`src/hdl/assert_macros.svh`:
```
// assertion helpers included by the engine rtl
`ifndef ASSERT_MACROS_SVH
`define ASSERT_MACROS_SVH

// same-cycle implication, disabled while reset is asserted
`define SAS_ASSERT_IMPL(name, clk, rst_n, ante, cons, msg) \
  name: assert property (@(posedge clk) disable iff (!(rst_n)) (ante) |-> (cons)) \
    else $error(msg);

// next-cycle implication, disabled while reset is asserted
`define SAS_ASSERT_NEXT(name, clk, rst_n, ante, cons, msg) \
  name: assert property (@(posedge clk) disable iff (!(rst_n)) (ante) |=> (cons)) \
    else $error(msg);

`endif

```
`src/hdl/sas_pkg.sv`:
```
package sas_pkg;

  // fixed field widths
  localparam int OP_W       = 1;
  localparam int TR_W       = 4;
  localparam int FIRST_W    = 12;
  localparam int SPAN_W     = 13;
  localparam int WORD_BITS  = 64;
  localparam int OFFS_W     = 6;
  // start_pkt + span, and word index of any packet in that sum
  localparam int SUM_W      = 14;
  localparam int WIDX_W     = 8;

  typedef enum logic [OP_W-1:0] {
    OP_MARK  = 1'b0,
    OP_CHECK = 1'b1
  } op_e;

  typedef enum logic [2:0] {
    ST_CLEAR,
    ST_IDLE,
    ST_MARK_RD0,
    ST_MARK_WR0,
    ST_MARK_RD1,
    ST_MARK_WR1,
    ST_CHECK,
    ST_DONE
  } state_e;

  typedef struct packed {
    op_e                   op;
    logic [TR_W-1:0]       transfer;
    logic [FIRST_W-1:0]    start_pkt;
    logic [SPAN_W-1:0]     span;
    logic [WORD_BITS-1:0]  ack_bits;
  } req_t;

  typedef struct packed {
    logic status;
    logic range_acked;
  } res_t;

endpackage

```
`src/hdl/sas_engine.sv`:
```
module sas_engine #(
  parameter int NUM_TRANSFERS = 16,
  parameter int MAX_PACKETS   = 4096,
  parameter int DEPTH         = 1024,
  parameter int AW            = 10
) (
  input  logic                           clk_i,
  input  logic                           rst_ni,
  input  logic                           req_valid_i,
  input  sas_pkg::req_t                  req_i,
  output logic                           req_ready_o,
  output logic                           res_valid_o,
  output sas_pkg::res_t                  res_o,
  input  logic                           res_ready_i,
  output logic                           mem_we_o,
  output logic [AW-1:0]                  mem_waddr_o,
  output logic [sas_pkg::WORD_BITS-1:0]  mem_wdata_o,
  output logic                           mem_re_o,
  output logic [AW-1:0]                  mem_raddr_o,
  input  logic [sas_pkg::WORD_BITS-1:0]  mem_rdata_i
);

  localparam int WB           = sas_pkg::WORD_BITS;
  localparam int WORDS_PER_TR = (MAX_PACKETS + WB - 1) / WB;
  localparam int FULL_WORDS   = MAX_PACKETS / WB;
  localparam int REM_BITS     = MAX_PACKETS % WB;
  localparam logic [WB-1:0] ONES      = {WB{1'b1}};
  localparam logic [WB-1:0] PART_MASK = (REM_BITS == 0) ? '0 : (ONES >> (WB - REM_BITS));

  // bits of word w that belong to packets below capacity
  function automatic logic [WB-1:0] word_mask(input logic [sas_pkg::WIDX_W-1:0] w);
    logic [WB-1:0] m;
    m = '0;
    if (32'(w) < FULL_WORDS) begin
      m = ONES;
    end else if (32'(w) == FULL_WORDS) begin
      m = PART_MASK;
    end
    return m;
  endfunction

  sas_pkg::state_e state_q, state_d;
  logic [AW-1:0]   clr_q, clr_d;
  logic            cmp_vld_q, cmp_vld_d;

  logic [AW-1:0]                  base_q, base_d;
  logic [AW-1:0]                  addr0_q, addr0_d;
  logic [AW-1:0]                  addr1_q, addr1_d;
  logic [WB-1:0]                  data0_q, data0_d;
  logic [WB-1:0]                  data1_q, data1_d;
  logic                           status_q, status_d;
  logic                           acked_q, acked_d;
  logic [sas_pkg::WIDX_W-1:0]     wf_q, wf_d;
  logic [sas_pkg::WIDX_W-1:0]     wl_q, wl_d;
  logic [sas_pkg::OFFS_W-1:0]     lo_q, lo_d;
  logic [sas_pkg::OFFS_W-1:0]     hi_q, hi_d;
  logic [sas_pkg::WIDX_W-1:0]     iss_q, iss_d;
  logic [sas_pkg::WIDX_W-1:0]     cmp_w_q, cmp_w_d;

  // decode of the incoming beat
  logic                        tr_bad;
  logic [sas_pkg::SUM_W-1:0]   sum;
  logic [sas_pkg::SUM_W-1:0]   last_pkt;
  logic                        past;
  logic                        over_limit;
  logic [sas_pkg::WIDX_W-1:0]  w0;
  logic [sas_pkg::WIDX_W-1:0]  w1;
  logic [sas_pkg::WIDX_W-1:0]  wl;
  logic [WB-1:0]               span_mask;
  logic [2*WB-1:0]             shifted;
  logic [WB-1:0]               in_d0;
  logic [WB-1:0]               in_d1;
  logic [AW-1:0]               in_base;
  logic [WB-1:0]               cmp_mask;
  logic                        cmp_pass;

  always_comb begin
    tr_bad     = 32'(req_i.transfer) >= NUM_TRANSFERS;
    sum        = sas_pkg::SUM_W'(req_i.start_pkt) + sas_pkg::SUM_W'(req_i.span);
    last_pkt   = sum - sas_pkg::SUM_W'(1);
    past       = 32'(sum) > 32'(MAX_PACKETS);
    over_limit = |req_i.span[sas_pkg::SPAN_W-1:sas_pkg::OFFS_W] &&
                 (req_i.span != sas_pkg::SPAN_W'(WB));
    w0         = sas_pkg::WIDX_W'(req_i.start_pkt >> sas_pkg::OFFS_W);
    w1         = w0 + sas_pkg::WIDX_W'(1);
    wl         = sas_pkg::WIDX_W'(last_pkt >> sas_pkg::OFFS_W);
    // keep only the first min(span, 64) mark bits
    if (|req_i.span[sas_pkg::SPAN_W-1:sas_pkg::OFFS_W]) begin
      span_mask = ONES;
    end else begin
      span_mask = (WB'(1) << req_i.span[sas_pkg::OFFS_W-1:0]) - WB'(1);
    end
    shifted = {{WB{1'b0}}, req_i.ack_bits & span_mask}
              << req_i.start_pkt[sas_pkg::OFFS_W-1:0];
    in_d0   = shifted[WB-1:0] & word_mask(w0);
    in_d1   = shifted[2*WB-1:WB] & word_mask(w1);
    in_base = AW'(32'(req_i.transfer) * WORDS_PER_TR);
  end

  // range mask of the word under comparison
  always_comb begin
    cmp_mask = (ONES << ((cmp_w_q == wf_q) ? lo_q : '0)) &
               (ONES >> ((cmp_w_q == wl_q) ? ~hi_q : '0));
    cmp_pass = (mem_rdata_i & cmp_mask) == cmp_mask;
  end

  // control and payload registers
  always_ff @(posedge clk_i or negedge rst_ni) begin
    if (!rst_ni) begin
      state_q   <= sas_pkg::ST_CLEAR;
      clr_q     <= '0;
      cmp_vld_q <= 1'b0;
    end else begin
      state_q   <= state_d;
      clr_q     <= clr_d;
      cmp_vld_q <= cmp_vld_d;
    end
  end

  always_ff @(posedge clk_i) begin
    base_q   <= base_d;
    addr0_q  <= addr0_d;
    addr1_q  <= addr1_d;
    data0_q  <= data0_d;
    data1_q  <= data1_d;
    status_q <= status_d;
    acked_q  <= acked_d;
    wf_q     <= wf_d;
    wl_q     <= wl_d;
    lo_q     <= lo_d;
    hi_q     <= hi_d;
    iss_q    <= iss_d;
    cmp_w_q  <= cmp_w_d;
  end

  // next state and memory control
  always_comb begin
    state_d     = state_q;
    clr_d       = clr_q;
    base_d      = base_q;
    addr0_d     = addr0_q;
    addr1_d     = addr1_q;
    data0_d     = data0_q;
    data1_d     = data1_q;
    status_d    = status_q;
    acked_d     = acked_q;
    wf_d        = wf_q;
    wl_d        = wl_q;
    lo_d        = lo_q;
    hi_d        = hi_q;
    iss_d       = iss_q;
    cmp_w_d     = iss_q;
    req_ready_o = 1'b0;
    res_valid_o = 1'b0;
    mem_we_o    = 1'b0;
    mem_waddr_o = addr0_q;
    mem_wdata_o = '0;
    mem_re_o    = 1'b0;
    mem_raddr_o = addr0_q;

    case (state_q)
      sas_pkg::ST_CLEAR: begin
        // zero one word per cycle after reset
        mem_we_o    = 1'b1;
        mem_waddr_o = clr_q;
        clr_d       = clr_q + AW'(1);
        if (clr_q == AW'(DEPTH - 1)) begin
          state_d = sas_pkg::ST_IDLE;
        end
      end

      sas_pkg::ST_IDLE: begin
        req_ready_o = 1'b1;
        base_d      = in_base;
        addr0_d     = AW'(32'(in_base) + 32'(w0));
        addr1_d     = AW'(32'(in_base) + 32'(w1));
        data0_d     = in_d0;
        data1_d     = in_d1;
        wf_d        = w0;
        wl_d        = wl;
        lo_d        = req_i.start_pkt[sas_pkg::OFFS_W-1:0];
        hi_d        = last_pkt[sas_pkg::OFFS_W-1:0];
        iss_d       = w0;
        status_d    = 1'b0;
        acked_d     = 1'b0;
        if (req_valid_i) begin
          if (tr_bad) begin
            status_d = 1'b1;
            state_d  = sas_pkg::ST_DONE;
          end else if (req_i.op == sas_pkg::OP_MARK) begin
            status_d = over_limit || past;
            if (in_d0 != '0) begin
              state_d = sas_pkg::ST_MARK_RD0;
            end else if (in_d1 != '0) begin
              state_d = sas_pkg::ST_MARK_RD1;
            end else begin
              state_d = sas_pkg::ST_DONE;
            end
          end else if (past) begin
            status_d = 1'b1;
            state_d  = sas_pkg::ST_DONE;
          end else begin
            acked_d = 1'b1;
            if (req_i.span == '0) begin
              state_d = sas_pkg::ST_DONE;
            end else begin
              state_d = sas_pkg::ST_CHECK;
            end
          end
        end
      end

      sas_pkg::ST_MARK_RD0: begin
        mem_re_o    = 1'b1;
        mem_raddr_o = addr0_q;
        state_d     = sas_pkg::ST_MARK_WR0;
      end

      sas_pkg::ST_MARK_WR0: begin
        mem_we_o    = 1'b1;
        mem_waddr_o = addr0_q;
        mem_wdata_o = mem_rdata_i | data0_q;
        state_d     = (data1_q != '0) ? sas_pkg::ST_MARK_RD1 : sas_pkg::ST_DONE;
      end

      sas_pkg::ST_MARK_RD1: begin
        mem_re_o    = 1'b1;
        mem_raddr_o = addr1_q;
        state_d     = sas_pkg::ST_MARK_WR1;
      end

      sas_pkg::ST_MARK_WR1: begin
        mem_we_o    = 1'b1;
        mem_waddr_o = addr1_q;
        mem_wdata_o = mem_rdata_i | data1_q;
        state_d     = sas_pkg::ST_DONE;
      end

      sas_pkg::ST_CHECK: begin
        // read one word per cycle, compare it in the cycle after
        if (iss_q <= wl_q) begin
          mem_re_o    = 1'b1;
          mem_raddr_o = AW'(32'(base_q) + 32'(iss_q));
          iss_d       = iss_q + sas_pkg::WIDX_W'(1);
        end
        if (cmp_vld_q) begin
          if (!cmp_pass) begin
            acked_d = 1'b0;
            state_d = sas_pkg::ST_DONE;
          end else if (cmp_w_q == wl_q) begin
            state_d = sas_pkg::ST_DONE;
          end
        end
      end

      sas_pkg::ST_DONE: begin
        res_valid_o = 1'b1;
        if (res_ready_i) begin
          state_d = sas_pkg::ST_IDLE;
        end
      end

      default: begin
        state_d = sas_pkg::ST_IDLE;
      end
    endcase

    cmp_vld_d = mem_re_o && (state_q == sas_pkg::ST_CHECK);
  end

  assign res_o.status      = status_q;
  assign res_o.range_acked = acked_q;

`include "assert_macros.svh"

  `SAS_ASSERT_IMPL(a_no_rw_collide, clk_i, rst_ni, mem_we_o && mem_re_o, mem_waddr_o != mem_raddr_o, "read and write hit one word in one cycle")
  `SAS_ASSERT_IMPL(a_rmw_addr, clk_i, rst_ni, state_q == sas_pkg::ST_MARK_WR0, $past(mem_re_o) && ($past(mem_raddr_o) == mem_waddr_o), "mark write-back without matching read")
  `SAS_ASSERT_IMPL(a_cmp_has_read, clk_i, rst_ni, cmp_vld_q, $past(mem_re_o), "compare without a read in the previous cycle")
  `SAS_ASSERT_NEXT(a_idle_after_result, clk_i, rst_ni, res_valid_o && res_ready_i, req_ready_o, "engine not ready after result handover")

endmodule

```
`config.mk`:
```
export PLATFORM = sky130hd
export DESIGN_NAME = sas_engine
export DESIGN_NICKNAME = d
export VERILOG_FILES = /design/src/hdl/sas_pkg.sv /design/src/hdl/sas_engine.sv
export VERILOG_INCLUDE_DIRS = /design/src /design/src/hdl
export SDC_FILE = /design/constraint.sdc
export NUM_CORES = 1
export LEC_CHECK = 0
export ABC_AREA = 1
export BUFFER_PORTS_ARGS = -buffer_cell sky130_fd_sc_hd__buf_2
export CAP_MARGIN = 20
export CORE_MARGIN = 4
export CORE_UTILIZATION = 45
export CTS_CLUSTER_DIAMETER = 100
export DETAILED_ROUTE_END_ITERATION = 6
export GPL_TIMING_DRIVEN = 1
export SETUP_SLACK_MARGIN = 0.02
export SYNTH_ARGS = -nofsm -noshare
export SYNTH_HDL_FRONTEND = slang
export SYNTH_SLANG_ARGS = --single-unit
```
`constraint.sdc`:
```
create_clock -name clk_i -period 14.51 [get_ports clk_i]
set_input_delay 2.902 -clock clk_i [delete_from_list [all_inputs] [get_ports clk_i]]
set_output_delay 2.902 -clock clk_i [all_outputs]
set_load 0.05 [all_outputs]
```
* Word-level counts from Yosys, hierarchy flattened
Index checks and enable logic that the tools add are counted.
** Storage, ports and cells
- Word-level logic and storage cells :: 112
- Input bits :: 162
- Flip-flop bits (word level) :: 210
- Output and inout bits :: 90
** Operators by class
- Muxes and demuxes :: 37
- Add/subtract/negate cells :: 9
- Bitwise gates (word level) :: 8
- Order comparisons :: 4
- Shifts and indexed selects :: 4
- Reductions and logical operators :: 15
- Equal/unequal tests :: 19
** Operator list (number)
- 64-bit AND :: 5
- 64-bit two-way mux :: 3
- 64-bit nonzero test :: 3
- 64-bit OR :: 2
- 64-bit case mux with 2 select lines :: 1
- 64-bit by 6-bit left shift with 128-bit output :: 1
- 64-bit == test :: 1
- 1-bit by 6-bit left shift with 64-bit output (first input constant) :: 1
- 64-bit by 6-bit left shift with 64-bit output (first input constant) :: 1
- 64-bit by 6-bit right shift with 64-bit output (first input constant) :: 1
- 64-bit by 2-bit subtractor with 64-bit output (second input constant) :: 1
- 10-bit case mux with 2 select lines :: 2
- 3-bit two-way mux :: 8
- 3-bit case mux with 8 select lines :: 1
- 8-bit case mux with 2 select lines :: 1
- 12-bit by 13-bit adder with 14-bit output :: 1
- 14-bit by 13-bit greater-than comparator with 1-bit output (second input constant) :: 1
- 14-bit by 1-bit subtractor with 14-bit output (second input constant) :: 1
- 13-bit logical NOT :: 1
- 1-bit two-way mux :: 13
- 13-bit by 7-bit != test with 1-bit output (second input constant) :: 1
- 3-bit == test (second input constant) :: 4
- 6-bit two-way mux :: 2
- 2-bit != test (second input constant) :: 6
- other kinds (30) :: 34

* Depth between registers and ports, before layout
- Depth after elaboration :: 12
- Mapped depth :: 35

* Least setup slack after synthesis
Ideal clock, no wire load.
- Kind :: register to output
- Start point :: reg state_q[1]
- End point :: out req_ready_o
- Cell stages (with the launch flop) :: 4
- Data arrival time :: 8.134 ns
- Path slack :: 3.474 ns
- Required time :: 11.608 ns
- Cells stage by stage :: dfrtp_1 -> inv_1 -> nand2_1 -> nor2_1
** Between the ends
- Longest elaborated chain between the ends :: 2
** RTL lines
- start: declaration :: RTL line sas_engine.sv:42 : sas_pkg::state_e state_q, state_d;
- start signal: assignment :: RTL line sas_engine.sv:110 : state_q <= sas_pkg::ST_CLEAR;
- start signal: assignment :: RTL line sas_engine.sv:114 : state_q <= state_d;
- 3-bit by 1-bit == test with 1-bit output :: RTL line sas_engine.sv:161 : case (state_q)
- 1-bit two-way mux :: RTL line sas_engine.sv:161
- end: declaration :: RTL line sas_engine.sv:11 : output logic req_ready_o,
No other way between the ends.

* Final worst setup path
- Start point :: in req_i[68] (netlist bit)
- End point :: reg state_q[1]
** Between the ends
- Longest elaborated chain between the ends :: 12
** RTL lines
- start: declaration :: RTL line sas_engine.sv:10 : input sas_pkg::req_t req_i,
- 1-bit by 6-bit left shift with 64-bit output :: RTL line sas_engine.sv:91 : span_mask = (WB'(1) << req_i.span[sas_pkg::OFFS_W-1:0]) - WB'(1);
- 64-bit by 2-bit subtractor with 64-bit output :: RTL line sas_engine.sv:91
- 64-bit two-way mux :: RTL line sas_engine.sv:88 : if (|req_i.span[sas_pkg::SPAN_W-1:sas_pkg::OFFS_W]) begin
- 64-bit AND :: RTL line sas_engine.sv:93 : shifted = {{WB{1'b0}}, req_i.ack_bits & span_mask}
- 64-bit by 6-bit left shift with 128-bit output :: RTL line sas_engine.sv:93
- 64-bit AND :: RTL line sas_engine.sv:96 : in_d1 = shifted[2*WB-1:WB] & word_mask(w1);
- net in_d1[3] :: RTL line sas_engine.sv:72 : logic [WB-1:0] in_d1;
- 64-bit nonzero test :: RTL line sas_engine.sv:194 : end else if (in_d1 != '0) begin
- 2-bit two-way mux :: RTL line sas_engine.sv:194
- 3-bit two-way mux :: RTL line sas_engine.sv:192 : if (in_d0 != '0) begin
- 3-bit two-way mux :: RTL line sas_engine.sv:190 : end else if (req_i.op == sas_pkg::OP_MARK) begin
- 3-bit two-way mux :: RTL line sas_engine.sv:186 : if (req_valid_i) begin
- 3-bit case mux with 8 select lines :: RTL line sas_engine.sv:161
The timed path passes the listed nets, and every way through them passes these cells. The select of a mux whose other input is x is not followed.
A chain may end at the register's enable or synchronous reset.

==> impl_metrics.json <==
{
  "globalRoute.totalOverflow": 0,
  "post_drt_via_cell_ratio": 6.088,
  "cts-buffers-inserted": 17,
  "synth_fp_nets": 3488,
  "average_footprint_of_a_synthesized_cell_sq_um": 6.292,
  "synth-seq-area-share_pct": 28.10,
  "clock_power_share_pct": 30.1,
  "wire_per_inst_microns": 23.42,
  "yosys.cell_types.count": 60,
  "final.setup.worst_slack_ns": 6.733,
  "antenna_violations_before_repair": 6,
  "post_layout_nonfiller_instances": 4040,
  "critPathTopFamily": "simple AND/OR/NAND/NOR gates",
  "clk_path_buf_depth": 2,
  "final_core_utilization_pct": 49.77,
  "power_density_nw_per_um2": 70.48,
  "placementRows": 78,
  "synth_edf_count": 177,
  "core-area_sq_um": 45480,
  "violations_in_the_final_reports": "design-rule violations",
  "grt_max_degree": 93,
  "internal_cell_power_mw": 1.010,
  "routabilityCongestion": 1.048,
  "vias_post_dr": 24590,
  "cts_post_setup_buffers_inserted": 0,
  "final_min_period_over_clock_period_pct": 53.60,
  "chipHeight_microns": 222.6,
  "max_cap_violations": 0,
  "power_switching_share_pct": 36.66,
  "synthesis.area_sq_um": 20730,
  "floorplan.die_area_sq_um": 49570,
  "ant_nets": 0,
  "top_level_ports": 252,
  "post-place-ws_ns": 6.426,
  "stdcell_area_sq_um": 22630,
  "area_delta_synth_final_pct": 9.173,
  "dp.final_hpwl_microns": 76900,
  "starting_density_of_the_core_pct": 45.59,
  "via_count_of_the_first_global_routing_pass": 22940,
  "io_buffer_count": 251,
  "drcViolationCount": 3,
  "worst_hold_path.num_cells": 0,
  "critical_path.max_fanout": 35,
  "critical-path-slowest-cell": "sky130_fd_sc_hd__buf_2",
  "post_dp_cell_area_sq_um": 21990,
  "worst_rel_slew_slack_pct": 21.71,
  "ys.flop_type": "sky130_fd_sc_hd__edfxtp_1",
  "timing.critical_path.required_ns": 14.91,
  "grtUsageTotal_pct": 36.72,
  "setup.worst_path.start_class": "primary input",
  "worst_slew_pin_slew_ns": 1.168,
  "drt_pass1_iterations": 7,
  "layout_min_cycle_time_ns": 7.777,
  "yosys_warnings": 0,
  "final-max-slew-violation-count": 0,
  "timing.hold.ws_ns": 0.4088,
  "clock_sink_count": 199,
  "achievable-frequency_ghz": 0.1286,
  "cp_common_cell": "sky130_fd_sc_hd__nand2_1",
  "clkSlewWorstSetupHoldPaths_ns": 0.08,
  "critPathMaxStageDelay_ns": 0.51,
  "timing.critical_path.arrival_ns": 8.18,
  "clkLatencyLatePin_ns": 0.47,
  "rsz_0062_raised_after_global_routing": "no",
  "totalPowerFinal_mw": 1.595,
  "fin_worst_skew_ns": 0.01802,
  "reg2reg_depth": 17,
  "finalNetCount": 3614,
  "numPlacedInstances": 4000,
  "p_switching_uw": 584.9,
  "clock_tree.root_cell": "sky130_fd_sc_hd__clkbuf_16",
  "tritoncts": "built",
  "outcome": "finished with violations",
  "worstSetupEndpointType": "flop",
  "synth_seq_cells": 199,
  "finalSetupViolCount": 0,
  "hold_buffers": 0,
  "layout-drive-gt1-share_pct": 12.23,
  "async_reset_ff_share_pct": 7.035,
  "htree_num_levels": 4,
  "die_w_microns": 222.6,
  "critical_path_depth": 32,
  "cts-resized-gates": 0,
  "syn-instance-count": 3295,
  "sequentialPowerShare_pct": 39.4,
  "totalNegativeSetupSlack_ns": 0,
  "power.static_leakage_nw": 12.15,
  "timing_hold_violations_final": 0,
  "first_iter_violations": 3685,
  "cp.buffers_inverters": 3,
  "grt_first_pass_wirelength_microns": 140300,
  "irDropWorstVdd_v": 0.00008067,
  "route.final.wire_length_microns": 94620,
  "combinationalPowerShare_pct": 30.5,
  "crit_type": "in2reg",
  "hold_path.class": "reg2reg"
}
[cell usage in the layout, fill, tap and decap left out, types with 31 or more instances in the layout]
cell type                  Yosys  layout
sky130_fd_sc_hd__a21oi_1      45      45
sky130_fd_sc_hd__buf_2        46     251
sky130_fd_sc_hd__edfxtp_1    177     177
sky130_fd_sc_hd__inv_1       398     394
sky130_fd_sc_hd__nand2_1     825     825
sky130_fd_sc_hd__nand3_1     790     790
sky130_fd_sc_hd__nand4_1     109     109
sky130_fd_sc_hd__nor2_1      295     291
sky130_fd_sc_hd__nor3_1       37      35
sky130_fd_sc_hd__nor4_1       31      31
sky130_fd_sc_hd__o21ai_0     125     125
sky130_fd_sc_hd__xor2_1       38      38
[final timing paths]
path                                 startpoint                     end  slack (ns)
setup reg to reg              wl_q[5]$_DFFE_PP_  state_q[0]$_DFFE_PN0P_        9.60
setup / recovery                      req_i[68]  state_q[1]$_DFFE_PN0P_        6.73
max in group asynchronous                rst_ni  state_q[0]$_DFFE_PN0P_       11.92
min in group asynchronous                rst_ni    clr_q[4]$_DFFE_PN0N_        2.33
hold / removal             cmp_w_d[4]$_DFFE_PP_      cmp_w_q[4]$_DFF_P_        0.41
hold reg to reg            cmp_w_d[4]$_DFFE_PP_      cmp_w_q[4]$_DFF_P_        0.41
[registers in the layout (all words and copies together), names as in the netlist, 8 cells and up]
signal,cells
data1_q,63
data0_q,64
addr1_q,10
clr_q,10
cmp_w_q,8
wl_q,8
addr0_q,10
cmp_w_d,8
[area by class of cell]
class / count / area, sq um
multi-input combinational: 2512 / 12420
timing repair buffer: 277 / 1476
fill: 4838 / 22840
sequential: 199 / 5826
clock buffer: 18 / 429.2
clock inverter: 14 / 157.7
tap: 600 / 750.7
inverter: 414 / 1556
antenna: 6 / 15.01
[layer usage]
layer	share of wire, %	track usage (%)	vias to the layer above
li1	-	-	11400
met1	41	49.67	11370
met2	43	56.08	1560
met3	11	8.680	269
met4	5.2	16.27	2
met5	0.018	0	-
[logic make-up (layout without fill, tap and decap cells)]
group | after synthesis | count (layout) | synth area share [%]
compound gates | 262 | 262 | 7.580
fa+ha+maj | 31 | 31 | 1.943
mux | 29 | 29 | 1.575
xor+xnor | 45 | 45 | 1.901
flops | 199 | 199 | 28.10
other cells | 0 | 6 | 0
simple gates | 2145 | 2145 | 46.78
buf+inv | 584 | 723 | 12.12
[cells in the mapped netlist, drive strengths merged, types with 2 or more instances]
cell type	n	area, sq um
clkbuf	91	515.5
a21oi	46	234.0
o21ai	133	673.2
nand4	109	681.9
edfxtp	177	5315
xor2	38	332.8
inv	410	1541
clkinv	4	15.01
fa	2	40.04
o221ai	15	131.4
ha	29	362.9
o41ai	5	43.79
a211oi	8	60.06
or2	5	31.28
o211ai	10	75.07
a31oi	3	18.77
nand3	808	4134
dfrtp	14	350.3
o22ai	8	50.05
nor2	314	1260
nor3	37	185.2
o2111ai	9	78.83
dfxtp	8	160.2
o31ai	4	30.03
a2111oi	5	43.79
buf	78	432.9
o21bai	3	22.52
a211o	3	26.28
nand2	838	3188
mux2	29	326.6
o32ai	2	17.52
xnor2	7	61.31
a21o	2	15.01
nor4	31	193.9
[worst reg2reg max path: stages (launching register included)]
cell	delay, ns
sky130_fd_sc_hd__edfxtp_1	0.44
sky130_fd_sc_hd__xor2_1	0.19
sky130_fd_sc_hd__nor4_1	0.30
sky130_fd_sc_hd__nand2_1	0.30
sky130_fd_sc_hd__nor2_2	0.16
sky130_fd_sc_hd__buf_4	0.36
sky130_fd_sc_hd__clkinv_1	0.83
sky130_fd_sc_hd__nand3_1	0.45
sky130_fd_sc_hd__o22ai_1	0.12
sky130_fd_sc_hd__nor3_1	0.36
sky130_fd_sc_hd__nand4_1	0.14
sky130_fd_sc_hd__nor2_1	0.13
sky130_fd_sc_hd__nor3b_1	0.45
sky130_fd_sc_hd__nand3_1	0.14
sky130_fd_sc_hd__nand2_1	0.18
sky130_fd_sc_hd__inv_1	0.08
sky130_fd_sc_hd__nor2_1	0.13
sky130_fd_sc_hd__a21oi_2	0.04
[power groups by stage]
stage                     clock network (mW)  logic (mW)  registers [mW]
after floorplan                            0       0.312           0.642
after global placement                     0       0.467           0.642
after detailed placement                   0       0.467           0.642
after CTS                              0.485       0.470           0.629
after global routing                   0.507       0.529           0.629
final                                  0.480       0.487           0.629
Note: power is estimated with default switching activity, not from simulation.
